`config.mk`:
```
export PLATFORM = sky130hd
export DESIGN_NAME = swrp_ring
export DESIGN_NICKNAME = d
export VERILOG_FILES = /design/src/swrp_ring.sv
export SDC_FILE = /design/constraint.sdc
export NUM_CORES = 2
export LEC_CHECK = 0
export BUFFER_PORTS_ARGS = -buffer_cell sky130_fd_sc_hd__buf_2
export CAP_MARGIN = 20
export CORE_MARGIN = 1.5
export CORE_UTILIZATION = 45
export CTS_CLUSTER_DIAMETER = 200
export DETAILED_ROUTE_END_ITERATION = 8
export PLACE_DENSITY = 0.6
export SETUP_SLACK_MARGIN = 0.5
export SYNTH_ARGS = -nofsm -noshare
export SYNTH_HDL_FRONTEND = slang
export SYNTH_SLANG_ARGS = --single-unit
```
`constraint.sdc`:
```
create_clock -name clk -period 2.2 [get_ports clk]
set_input_delay 0 -clock clk [delete_from_list [all_inputs] [get_ports clk]]
set_output_delay 0 -clock clk [all_outputs]
set_load 0.1 [all_outputs]
```
`src/swrp_ring.sv`:
```
// Sample ring memory: one write port, one read port with registered data.
// Standalone, no package dependency.
module swrp_ring #(
  parameter int DEPTH = 256,
  parameter int WIDTH = 16,
  localparam int ADR_W = $clog2(DEPTH)
) (
  input  logic             clk,
  input  logic             we,
  input  logic [ADR_W-1:0] waddr,
  input  logic [WIDTH-1:0] wdata,
  input  logic             re,
  input  logic [ADR_W-1:0] raddr,
  output logic [WIDTH-1:0] rdata
);

  logic [WIDTH-1:0] mem [DEPTH];

  // Write the new sample, register the read word
  always_ff @(posedge clk) begin
    if (we) begin
      mem[waddr] <= wdata;
    end
    if (re) begin
      rdata <= mem[raddr];
    end
  end

endmodule

```
== Word level (Yosys, flattened, before mapping) ==
Memories as Yosys holds them, arrays and structs flattened. A register that Yosys moved wholly into a read port is not among the register bits.
Cells that the tools add are included.

* Add/sub/neg operators: 0
* $mul: 0
* Div/mod/pow operators: 0
* $lt $le $gt $ge: 0
* Eq/ne operators: 0
* Shift operators: 0
* Mux-type cells: 2
* Bitwise operators: 0
* Reduce and logical (&&, ||, !) cells: 0

{| class="wikitable"
|+ Operator list
! operator !! number
|-
| 2-to-1 mux 1 bit || 2
|}

* Flip-flop bits (word level): 0
* Latch bits: 0
* Memory bits (writable): 4096
* Memory bits (read-only): 0
* Input bits: 35
* Memories kept: 1

{| class="wikitable"
|+ Memory list
! memory !! depth !! bits a word !! rd ports !! clocked after memory_dff !! wr ports !! RTL line !! RTL
|-
| mem || 256 || 16 || 1 || 1 || 1 || 17 || <nowiki>logic [WIDTH-1:0] mem [DEPTH];</nowiki>
|}

== Longest topological paths before layout ==
* Depth after elaboration: 2
* Mapped depth: 12
* Depth with buffers taken out: 6

== Worst setup path before layout ==
Ideal clock, no wire load.

* Kind: input to register
* From: input port raddr[0]
* To: register rdata[4], read port of mem, data pin
* Data arrival time: 1.984 ns
* Setup slack: -0.049 ns
* Stages: 8
* Path buffers: 3
* Cells stage by stage: buf_6 > buf_6 > buf_2 > mux4_2 > mux4_2 > a22o_1 > o32ai_2 > nor4_2

{| class="wikitable"
|+ RTL lines
! what !! RTL line !! RTL
|-
| start, declared || 13 || <nowiki>input logic [ADR_W-1:0] raddr,</nowiki>
|-
| end, declared || 14 || <nowiki>output logic [WIDTH-1:0] rdata</nowiki>
|}

==> results.yml <==
outcome:
  status: "finished, violations left"
  violations: "negative setup slack"
floorplanning:
  core_area_sq_um: 351900
  die_w_um: 597.2
  die-area_sq_um: 356600
  start_util_pct: 45.15
  chipHeight_um: 597.2
  pin_count: 51
  rows: 218
worst_hold_path:
  hp-class: "input pin to flip-flop"
critical_path:
  crit_fanout: 1
  arrival_ns: 3.29
  crit_buf_inv: 1
  critPathSlowestCell: "mux4_2"
  cp_slowest_stage_delay_ns: 0.59
  crit_required_ns: 2.91
  cp-end-kind: "flip-flop"
  path_class: "flip-flop to flip-flop"
  cpLargestDelayFamily: "multiplexers"
  cp_cell_sequence: "mux4_2 -> mux4_2 -> a22o_4 -> o32ai_4 -> buf_6 -> nor4_4"
  start_kind: "flip-flop"
  crit_top_cell: "mux4_2"
yosys:
  yosys.cell_types.count: 51
  async_reset_ff_share_pct: 0
  synth_area_sq_um: 158900
  ys_warn_count: 0
  synth_edf_count: 4112
  ys_ff_latch: 4112
  syn-instance-count: 7360
  synth_nets: 7395
  yosysSeqAreaShare_pct: 77.72
  syn_avg_cell_area_sq_um: 21.59
  ys.flop_type: "edfxtp_1"
final_layout:
  fin_nets: 8632
  final_cell_area_sq_um: 190400
  area.growth.synth_to_final_pct: 19.82
  final_cell_mix: "edfxtp_1 (4112), buf_4 (876), mux4_2 (797)"
  drive_above_1_share_pct: 33.00
  final_common_cell: "edfxtp_1"
timing:
  max_freq_ghz: 0.3878
  finalHoldViolCount: 0
  slew-limit-headroom_pct: 21.04
  rsz0062_at_grt: "true"
  worst_clock_skew_ns: 0.1010
  tightest_slew_ns: 1.175
  setup_violations: 16
  period_needed_ns: 2.578
  period_share_pct: 117.2
  timing.final.ws_setup_ns: -0.3784
  maxSlewViolCount: 0
global_route:
  grt_use_total_pct: 24.53
  antenna_found_initial: 26
  grt_pass1_wl_um: 621500
  grt_pass1_vias: 81280
  grt_max_degree: 136
  grt.overflow.total: 0
routing:
  met1_length_um: 180200
  drc: 0
  via_per_inst: 6.039
  highest_layer: "met5"
  post_drt_wl_per_cell_um: 32.46
  wl_met2_um: 209800
  drtIter0Drc: 10093
  dr_wl_met3_um: 35120
  wl_um: 440100
  first_pass_iters: 5
  postRouteAntennaNets: 0
  vias: 81891
placement:
  port_buffers: 50
  dp_hpwl_um: 280500
  place_congestion: 0.9082
  dpl-instance-area_sq_um: 175300
clock_tree:
  clk_latency_ns: 1.00
  cts_tree: "yes"
  cts_root_buffer: "clkbuf_16"
  clkTransAtPathRegs_ns: 0.06
  clockBufferDepth: 4
  numCtsBuffers: 420
  cts_max_level: 5
  clock-sinks: 4112
power:
  p_switching_w: 0.03628
  swShare_pct: 21.87
  power_w: 0.1659
  pwr-share-clk_pct: 41.6
  comb_power_share_pct: 6.2
  p_leak_nw: 61.79
  p_per_area_nw_per_um2: 871.5
  p_int_w: 0.1296
  pwr-share-seq_pct: 52.1
  vdd_drop_max_mv: 0.6483
job:
  drv_cap: 0
## state kept, by name (all words and copies together), names as in the netlist
register	count
rdata	16
mem	4096
## metrics by stage
step / cells / hold WS [ns] / util (%) / setup TNS (ns) / worst slack [ns]
after CTS: 13557 / 0.01007 / 54.02 / -4.385 / -0.4213
after global routing: 13561 / 0.02043 / 54.10 / -5.160 / -0.4392
after global placement: 12745 / 0.3137 / 49.82 / -16.85 / -1.462
after floorplan: 7360 / 0.09887 / - / 0 / 0.09036
final: 13561 / 0.07820 / 54.10 / -4.278 / -0.3784
after detailed placement: 12746 / 0.3159 / 49.82 / -16.97 / -1.429
## logic make-up (layout without fill, tap and decap cells)
| kind of cell | count (synthesis) | in the layout | share of synthesized area [%] |
|---|---|---|---|
| AOI/OAI and AO/OA | 786 | 786 | 3.534 |
| muxes | 1450 | 1450 | 15.48 |
| and+or+nand+nor | 556 | 556 | 1.573 |
| buffers and inverters | 456 | 2035 | 1.692 |
| DFF | 4112 | 4112 | 77.72 |
| other | 0 | 2 | 0 |
## Yosys cell counts (38+ instances only)
library cell	number	area, sq um
mux2i_1	565	5655
o22ai_1	148	925.9
mux2_2	88	991.0
buf_6	77	867.1
nor3_1	92	460.4
nand2_1	38	142.6
a22oi_1	43	322.8
nor2_1	304	1141
clkbuf_1	230	863.3
mux4_2	797	17950
a21oi_1	175	875.8
buf_2	76	380.4
o221ai_1	252	2207
edfxtp_1	4112	123500
## worst register-to-register path: cells and delay by family, from the launching register on
| kind | cells | cell delay [ns] |
|---|---|---|
| compound gates | 2 | 0.68 |
| simple gates | 1 | 0.04 |
| mux | 2 | 1.08 |
| flops | 1 | 0.37 |
| buf+inv | 1 | 0.18 |
## final cells by class
type / count / area, sq um
multi-input combinational: 2792 / 34460
antenna: 2 / 5.005
tap: 4620 / 5781
sequential: 4112 / 123500
fill: 26688 / 161500
clock buffer: 505 / 10890
clock inverter: 259 / 2406
timing repair buffer: 1267 / 13320
inverter: 4 / 27.53
## path summary, 6_finish.rpt
| kind | startpoint | end | slack (ns) | cells after the start |
|---|---|---|---|---|
| setup / recovery | mem[30][15] | rdata[15] | -0.38 | 6 |
| hold / removal | waddr[2] | mem[222][13] | 0.08 | 4 |
| setup reg to reg | mem[30][15] | rdata[15] | -0.38 | 6 |
| hold reg to reg | mem[79][8] | rdata[8] | 1.17 | 5 |
## layer usage
layer | up-vias | global-route usage, %
met4 | 10 | 7.327
met5 | - | 0
met2 | 3596 | 39.11
li1 | 33835 | -
met3 | 622 | 4.215
met1 | 43828 | 34.84
## repair_timing
action | in CTS | in global routing
endpoints found under the hold margin | 4974 | 0
hold buffers | 47 | 0
pin swaps | 42 | 23
setup endpoints to repair | 32 | 401
gates cloned | 0 | 2
setup buffers | 0 | 0
resized for setup | 201 | 57
## power groups by stage
| stage | Sequential [W] | Combinational, W | Clock [W] |
|---|---|---|---|
| finish | 0.0865 | 0.0103 | 0.0691 |
| detailed placement | 0.0881 | 0.00984 | 0 |
| global placement | 0.0881 | 0.00969 | 0 |
| CTS | 0.0865 | 0.0103 | 0.0701 |
| global route | 0.0865 | 0.0108 | 0.0731 |
| floorplan | 0.0884 | 0.00437 | 0 |
Note: power is estimated with default switching activity, not from simulation.
