==> src/swrp_pkg.sv <==
// Package for the sliding-window runs persistence block.
// Holds the fixed field widths, register indexes, reset values and ALU codes.
// No dependencies.
package swrp_pkg;

  // Fixed field widths
  localparam int IDX_W          = 17;
  localparam int CFG_W          = 17;
  localparam int WIN_CFG_W      = 9;
  localparam int REG_IDX_W      = 2;
  localparam int TOT_W          = 32;
  localparam int FLAG_BITS      = 5;
  localparam int OUT_FIXED_BITS = IDX_W + FLAG_BITS + 3 * TOT_W;

  // Register indexes on the configuration port
  localparam logic [REG_IDX_W-1:0] REG_WINDOW   = 2'd0;
  localparam logic [REG_IDX_W-1:0] REG_MIN_FILL = 2'd1;
  localparam logic [REG_IDX_W-1:0] REG_PERSIST  = 2'd2;
  localparam logic [REG_IDX_W-1:0] REG_REVERT   = 2'd3;

  // Register reset values
  localparam logic [WIN_CFG_W-1:0] RST_WINDOW   = 9'd64;
  localparam logic [WIN_CFG_W-1:0] RST_MIN_FILL = 9'd16;
  localparam logic [IDX_W-1:0]     RST_PERSIST  = 17'd39322;
  localparam logic [IDX_W-1:0]     RST_REVERT   = 17'd19661;

  // Index reported when the window is not evaluated (0.5 in Q1.16)
  localparam logic [IDX_W-1:0] HALF_INDEX = 17'd32768;

  // Divider for 65536 / runs: one quotient bit per step
  localparam int DIV_STEPS = IDX_W;
  localparam int DIV_CNT_W = 5;

  // Shared adder operation codes
  localparam logic ALU_ADD = 1'b0;
  localparam logic ALU_SUB = 1'b1;

  typedef struct packed {
    logic op;
    logic mul_en;
  } alu_ctl_t;

endpackage

==> src/swrp_alu.sv <==
// Shared arithmetic unit: a registered sample-by-count multiplier and one
// add/subtract used for the window sum, the mean test and the divider.
// Depends on swrp_pkg.
module swrp_alu #(
  parameter int SAMPLE_BITS = 16,
  parameter int CNT_W       = 9,
  localparam int AW         = SAMPLE_BITS + CNT_W + 1
) (
  input  logic                    clk,
  input  swrp_pkg::alu_ctl_t      ctl,
  input  logic signed [AW-1:0]    opa,
  input  logic signed [AW-1:0]    opb,
  input  logic signed [SAMPLE_BITS-1:0] mul_a,
  input  logic [CNT_W-1:0]        mul_b,
  output logic signed [AW-1:0]    prod,
  output logic signed [AW-1:0]    res,
  output logic                    ge
);
  import swrp_pkg::*;

  logic signed [AW-1:0] prod_r;

  // Register the product sample * n
  always_ff @(posedge clk) begin
    if (ctl.mul_en) begin
      prod_r <= mul_a * $signed({1'b0, mul_b});
    end
  end

  // Add or subtract; ge is valid for subtraction
  always_comb begin
    if (ctl.op == ALU_SUB) begin
      res = opa - opb;
    end else begin
      res = opa + opb;
    end
    ge = ~res[AW-1];
  end

  assign prod = prod_r;

endmodule

==> config.mk <==
export PLATFORM = sky130hd
export DESIGN_NAME = swrp_alu
export DESIGN_NICKNAME = d
export VERILOG_FILES = /design/src/swrp_pkg.sv /design/src/swrp_alu.sv
export SDC_FILE = /design/constraint.sdc
export NUM_CORES = 1
export LEC_CHECK = 0
export ABC_AREA = 0
export BUFFER_PORTS_ARGS = -buffer_cell sky130_fd_sc_hd__buf_4
export CAP_MARGIN = 25
export CORE_ASPECT_RATIO = 0.75
export CORE_UTILIZATION = 30
export CTS_BUF_LIST = sky130_fd_sc_hd__clkbuf_16
export CTS_CLUSTER_SIZE = 8
export DETAILED_ROUTE_END_ITERATION = 8
export GPL_TIMING_DRIVEN = 0
export SLEW_MARGIN = 20
export SYNTH_ARGS = -nofsm -noshare
export SYNTH_HDL_FRONTEND = slang
export SYNTH_SLANG_ARGS = --single-unit
==> constraint.sdc <==
create_clock -name clk -period 11.9 [get_ports clk]
set_clock_uncertainty 0.05 [all_clocks]
set_input_delay 3.57 -clock clk [delete_from_list [all_inputs] [get_ports clk]]
set_output_delay 3.57 -clock clk [all_outputs]
set_load 0.02 [all_outputs]
### After elaboration in Yosys (flattened, before gate mapping)

Index checks and enable logic that the tools add are counted.
Widths: inputs -> output; s select.

| storage, ports and cells | value |
|---|---|
| register bits after elaboration | 26 |
| memory bits (read-only) | 0 |
| memories kept | 0 |
| word-level logic and storage cells | 6 |
| memory bits (writable) | 0 |
| output and inout bits | 53 |
| bits in latches | 0 |

| operators by class | value |
|---|---|
| multiplexer cells | 1 |
| bitwise gates (word level) | 1 |
| $lt $le $gt $ge | 0 |
| reductions and logical operators | 0 |
| equal/unequal tests | 0 |
| multipliers | 1 |
| div/mod/pow operators | 0 |
| add/sub/neg operators | 2 |
| shift-type cells | 0 |

Operators by type and width:

| kind | number |
|---|---|
| $add 26x26->26 | 1 |
| $mul 16x10->26 | 1 |
| $mux 26 | 1 |
| $sub 26x26->26 | 1 |
| $not 1->1 | 1 |

### Longest topological paths before layout

| depth | value |
|---|---|
| depth in word-level cells | 3 |
| gate-level depth with buffers | 21 |
| mapped depth without buffers | 20 |

### Worst setup path before layout

OpenSTA, ideal clock, no wires.

| timing | value |
|---|---|
| path kind | input-to-output |
| start | input port opb[11] |
| end | output port ge |
| data arrival time | 7060 ps |
| required time | 8280 ps |
| slack | 1220 ps |
| stages | 15 |
| path through | or4_4 -> or3_4 -> nor4_4 -> nand2b_2 -> and2b_2 -> nor2_1 -> xnor2_1 -> ha_1 -> a21o_1 -> a21o_1 -> a21oi_1 -> o211ai_1 -> a21o_1 -> a221oi_1 -> xor2_1 |

| between the ends | value |
|---|---|
| word-level cells in the longest chain between the ends | 3 |
| elaborated cells on any way between the ends | 4 |
| classes of those cells | 2 x add/sub; 1 x mux; 1 x bitwise |

RTL lines:

| what | line | RTL |
|---|---|---|
| start: declaration | swrp_alu.sv:12 | `input logic signed [AW-1:0] opb,` |
| $add 26x26->26 / $sub 26x26->26 (equally long branches) | swrp_alu.sv:35, swrp_alu.sv:33 |  |
| $mux 26 (*) | swrp_alu.sv:32 | `if (ctl.op == ALU_SUB) begin` |
| $not 1->1 (*) | swrp_alu.sv:37 | `ge = ~res[AW-1];` |
| end: declaration | swrp_alu.sv:17 | `output logic ge` |

Mark *: on every way between the ends. The rest lies on a longest branch, timed or not.

### Worst setup path in the final report

| timing | value |
|---|---|
| start | input port opb[6] |
| end | output port res[23] |

| between the ends | value |
|---|---|
| word-level cells in the longest chain between the ends | 2 |
| elaborated cells on any way between the ends | 3 |
| classes of those cells | 2 x add/sub; 1 x mux |

RTL lines:

| what | line | RTL |
|---|---|---|
| $add 26x26->26 / $sub 26x26->26 (equally long branches) | swrp_alu.sv:35, swrp_alu.sv:33 |  |
| $mux 26 (*) | swrp_alu.sv:32 |  |
| end: declaration | swrp_alu.sv:16 | `output logic signed [AW-1:0] res,` |

Marks and branches as above.

==> qor.csv <==
metric,value,unit
antenna_found_initial,0,
ys_async_sr_fraction,0,%
grt_pass1_wl,33200,um
p_comb_share,85.2,%
die_x,190,um
rsz0062_at_grt,no,
final_antenna_net_count,0,
synth_top_cell_by_area,fa_1,
fmax,87.6,MHz
drv_cap,0,
syn_avg_cell_area,8.62,sq um
p_sw_share,50.6,%
cp-end-kind,primary output,
worst_pin_slew,0.957,ns
grt_max_degree,27,
outcome,finished clean,
period_needed,11.42,ns
path_max_fanout,5,
cts.sinks,26,
p_per_area,220,nW/um^2
cts.repair.resized,0,
drt_iter0_markers,257,
vias_per_cell,4.75,
ctsRootBufferMaster,clkbuf_16,
met3RoutedLength,970,um
pwr-share-clk,3.6,%
arrival,7.80,ns
grt_pass1_vias,6680,
syn2layout_area_growth,17.9,%
grt_overflow,0,
crit_path_start_kind,primary input,
p_sw,1.05,mW
path_class,primary input to primary output,
met1_length,9870,um
yosysWarningCount,0,
setup_ws,0.479,ns
vdd_drop_max,182,uV
ys_types,50,
final_max_slew_viol_count,0,
h-tree-depth,1,
dp_slack,0.602,ns
cts_buffers,3,
wl_per_cell,13.9,um
dr_total_vias,6632,
synth_area,7980,sq um
finalHoldViolCount,0,
synth-edff-count,26,
cts.hold.buffers_added,0,
crit_chain,buf_4 > or4_1 > nor3_1 > nor2_1 > xnor2_1 > ha_1 > nand3_1 > a2111oi_1 > nor4_2 > or3_1 > a311oi_2 > or4_1 > nand4_1 > buf_4,
p_leak,4.72,nW
internal-power,1.02,mW
dp.cells,1393,
io_buffers,123,
cpPeakStageDelay,0.88,ns
setup_viol,0,
finalCritPeriodShare,96.0,%
hp-class,primary input to flop,
start_util,30.7,%
fin_nets,1340,
wl,19500,um
synth_seq_cells,26,
dp_hpwl,17100,um
routabilityCongestion,0.867,
post_cts_buffers,0,
highest_layer,met4,
dr.pass1.iters,4,
yosysSeqAreaShare,9.78,%
die_h,143,um
dieArea,27300,sq um
synth_most_common_cell,inv_1,
met2_length,8580,um
slew_headroom,36.0,%
path_clk_slew,0.06,ns
fin_cells,1397,
syn_nets,1212,
synth_area_leaders,"fa_1 (31%), ha_1 (13%), edfxtp_1 (9.8%)",
synthFlopType,edfxtp_1,
largest_register_ff_count,26,
cts_buffer_depth,2,
ios,133,
grt_usage,15.2,%
required,8.28,ns
yosysTopAreaCellShare,30.9,%
p_seq_share,11.2,%
drc,0,
rows,51,
fin_util,36.1,%
critPathSlowestCell,a2111oi_1,
cts_tree,built,
fin_setup_tns,0,ns
core-area,26000,sq um
power,2.07,mW
syn_inst,926,
drive_gt1_share,13.2,%
ys_top_cells_by_count,"inv_1 (184), fa_1 (123), nand2_1 (105)",
[per-layer routing]
metal | up-vias | track usage [%]
met5 | - | 0
met4 | 0 | 0.884
met3 | 4 | 2.33
met2 | 139 | 24.3
met1 | 3269 | 22.5
li1 | 3220 | -
[final cells by class]
type                    count  area (sq um)
clock buffers               3          75.1
flip-flops and latches     26           781
plain buffers              24          90.1
well taps                 344           430
repair buffers            123           923
inverters                 184           691
multi-input cells         692          6420
diodes                      1          2.50
fillers                  2726         16600
[layout by cell type (no fill, tap or decap), types with 3 or more instances in the layout]
master,netlist,routed
a211oi_1,6,6
a21o_1,21,21
a21oi_1,57,57
a311oi_1,3,3
and2_1,65,65
and3_1,4,4
buf_4,0,123
clkbuf_1,24,24
clkbuf_16,0,3
edfxtp_1,26,26
fa_1,123,123
ha_1,83,83
inv_1,184,184
nand2_1,105,105
nand3_1,13,13
nand4_1,5,5
nor2_1,38,38
nor3_1,12,12
nor4_1,4,4
o2111ai_1,3,3
o211ai_1,4,4
o21a_1,9,9
o21ai_0,19,19
o21bai_1,4,4
o31ai_1,6,6
or3_1,4,4
xnor2_1,60,60
xor2_1,13,13
[power groups by stage]
stage | logic, mW | clock network [mW] | registers, mW
6_report | 1.77 | 0.0744 | 0.233
4_1_cts | 1.77 | 0.0775 | 0.234
5_1_grt | 2.03 | 0.0819 | 0.238
2_1_floorplan | 1.29 | 0 | 0.287
3_3_place_gp | 1.73 | 0 | 0.236
3_5_place_dp | 1.77 | 0 | 0.235
[path summary, 6_finish.rpt]
path                      end  cells past startpoint  startpoint
worst max-delay path  res[23]                     14      opb[6]
worst min-delay path  prod[0]                      2    mul_a[0]
[stage by stage]
| stage | hold WS [ns] | instance area [sq um] |
|---|---|---|
| after floorplan | 3.63 | 7980 |
| after global placement | 3.89 | 9330 |
| after detailed placement | 3.89 | 9330 |
| after CTS | 3.62 | 9410 |
| after global routing | 3.64 | 9410 |
| final | 3.63 | 9410 |
[critical path, delay by kind of cell]
kind                     cells  cell delay [ns]
AO/OA/AOI/OAI                2             1.27
XOR/XNOR                     1             0.15
adder cells (fa/ha/maj)      1             0.37
buffers and inverters        2             0.29
AND/OR/NAND/NOR              8             2.15
[logic make-up after synthesis]
| logic type | Yosys count | synth area share [%] |
|---|---|---|
| simple gates | 264 | 16.4 |
| buf+inv | 208 | 9.78 |
| fa+ha+maj | 206 | 43.9 |
| compound gates | 147 | 11.8 |
| xor+xnor | 74 | 8.22 |
| flops | 26 | 9.78 |
| mux | 1 | 0.125 |
(Power assumes the default switching activity.)
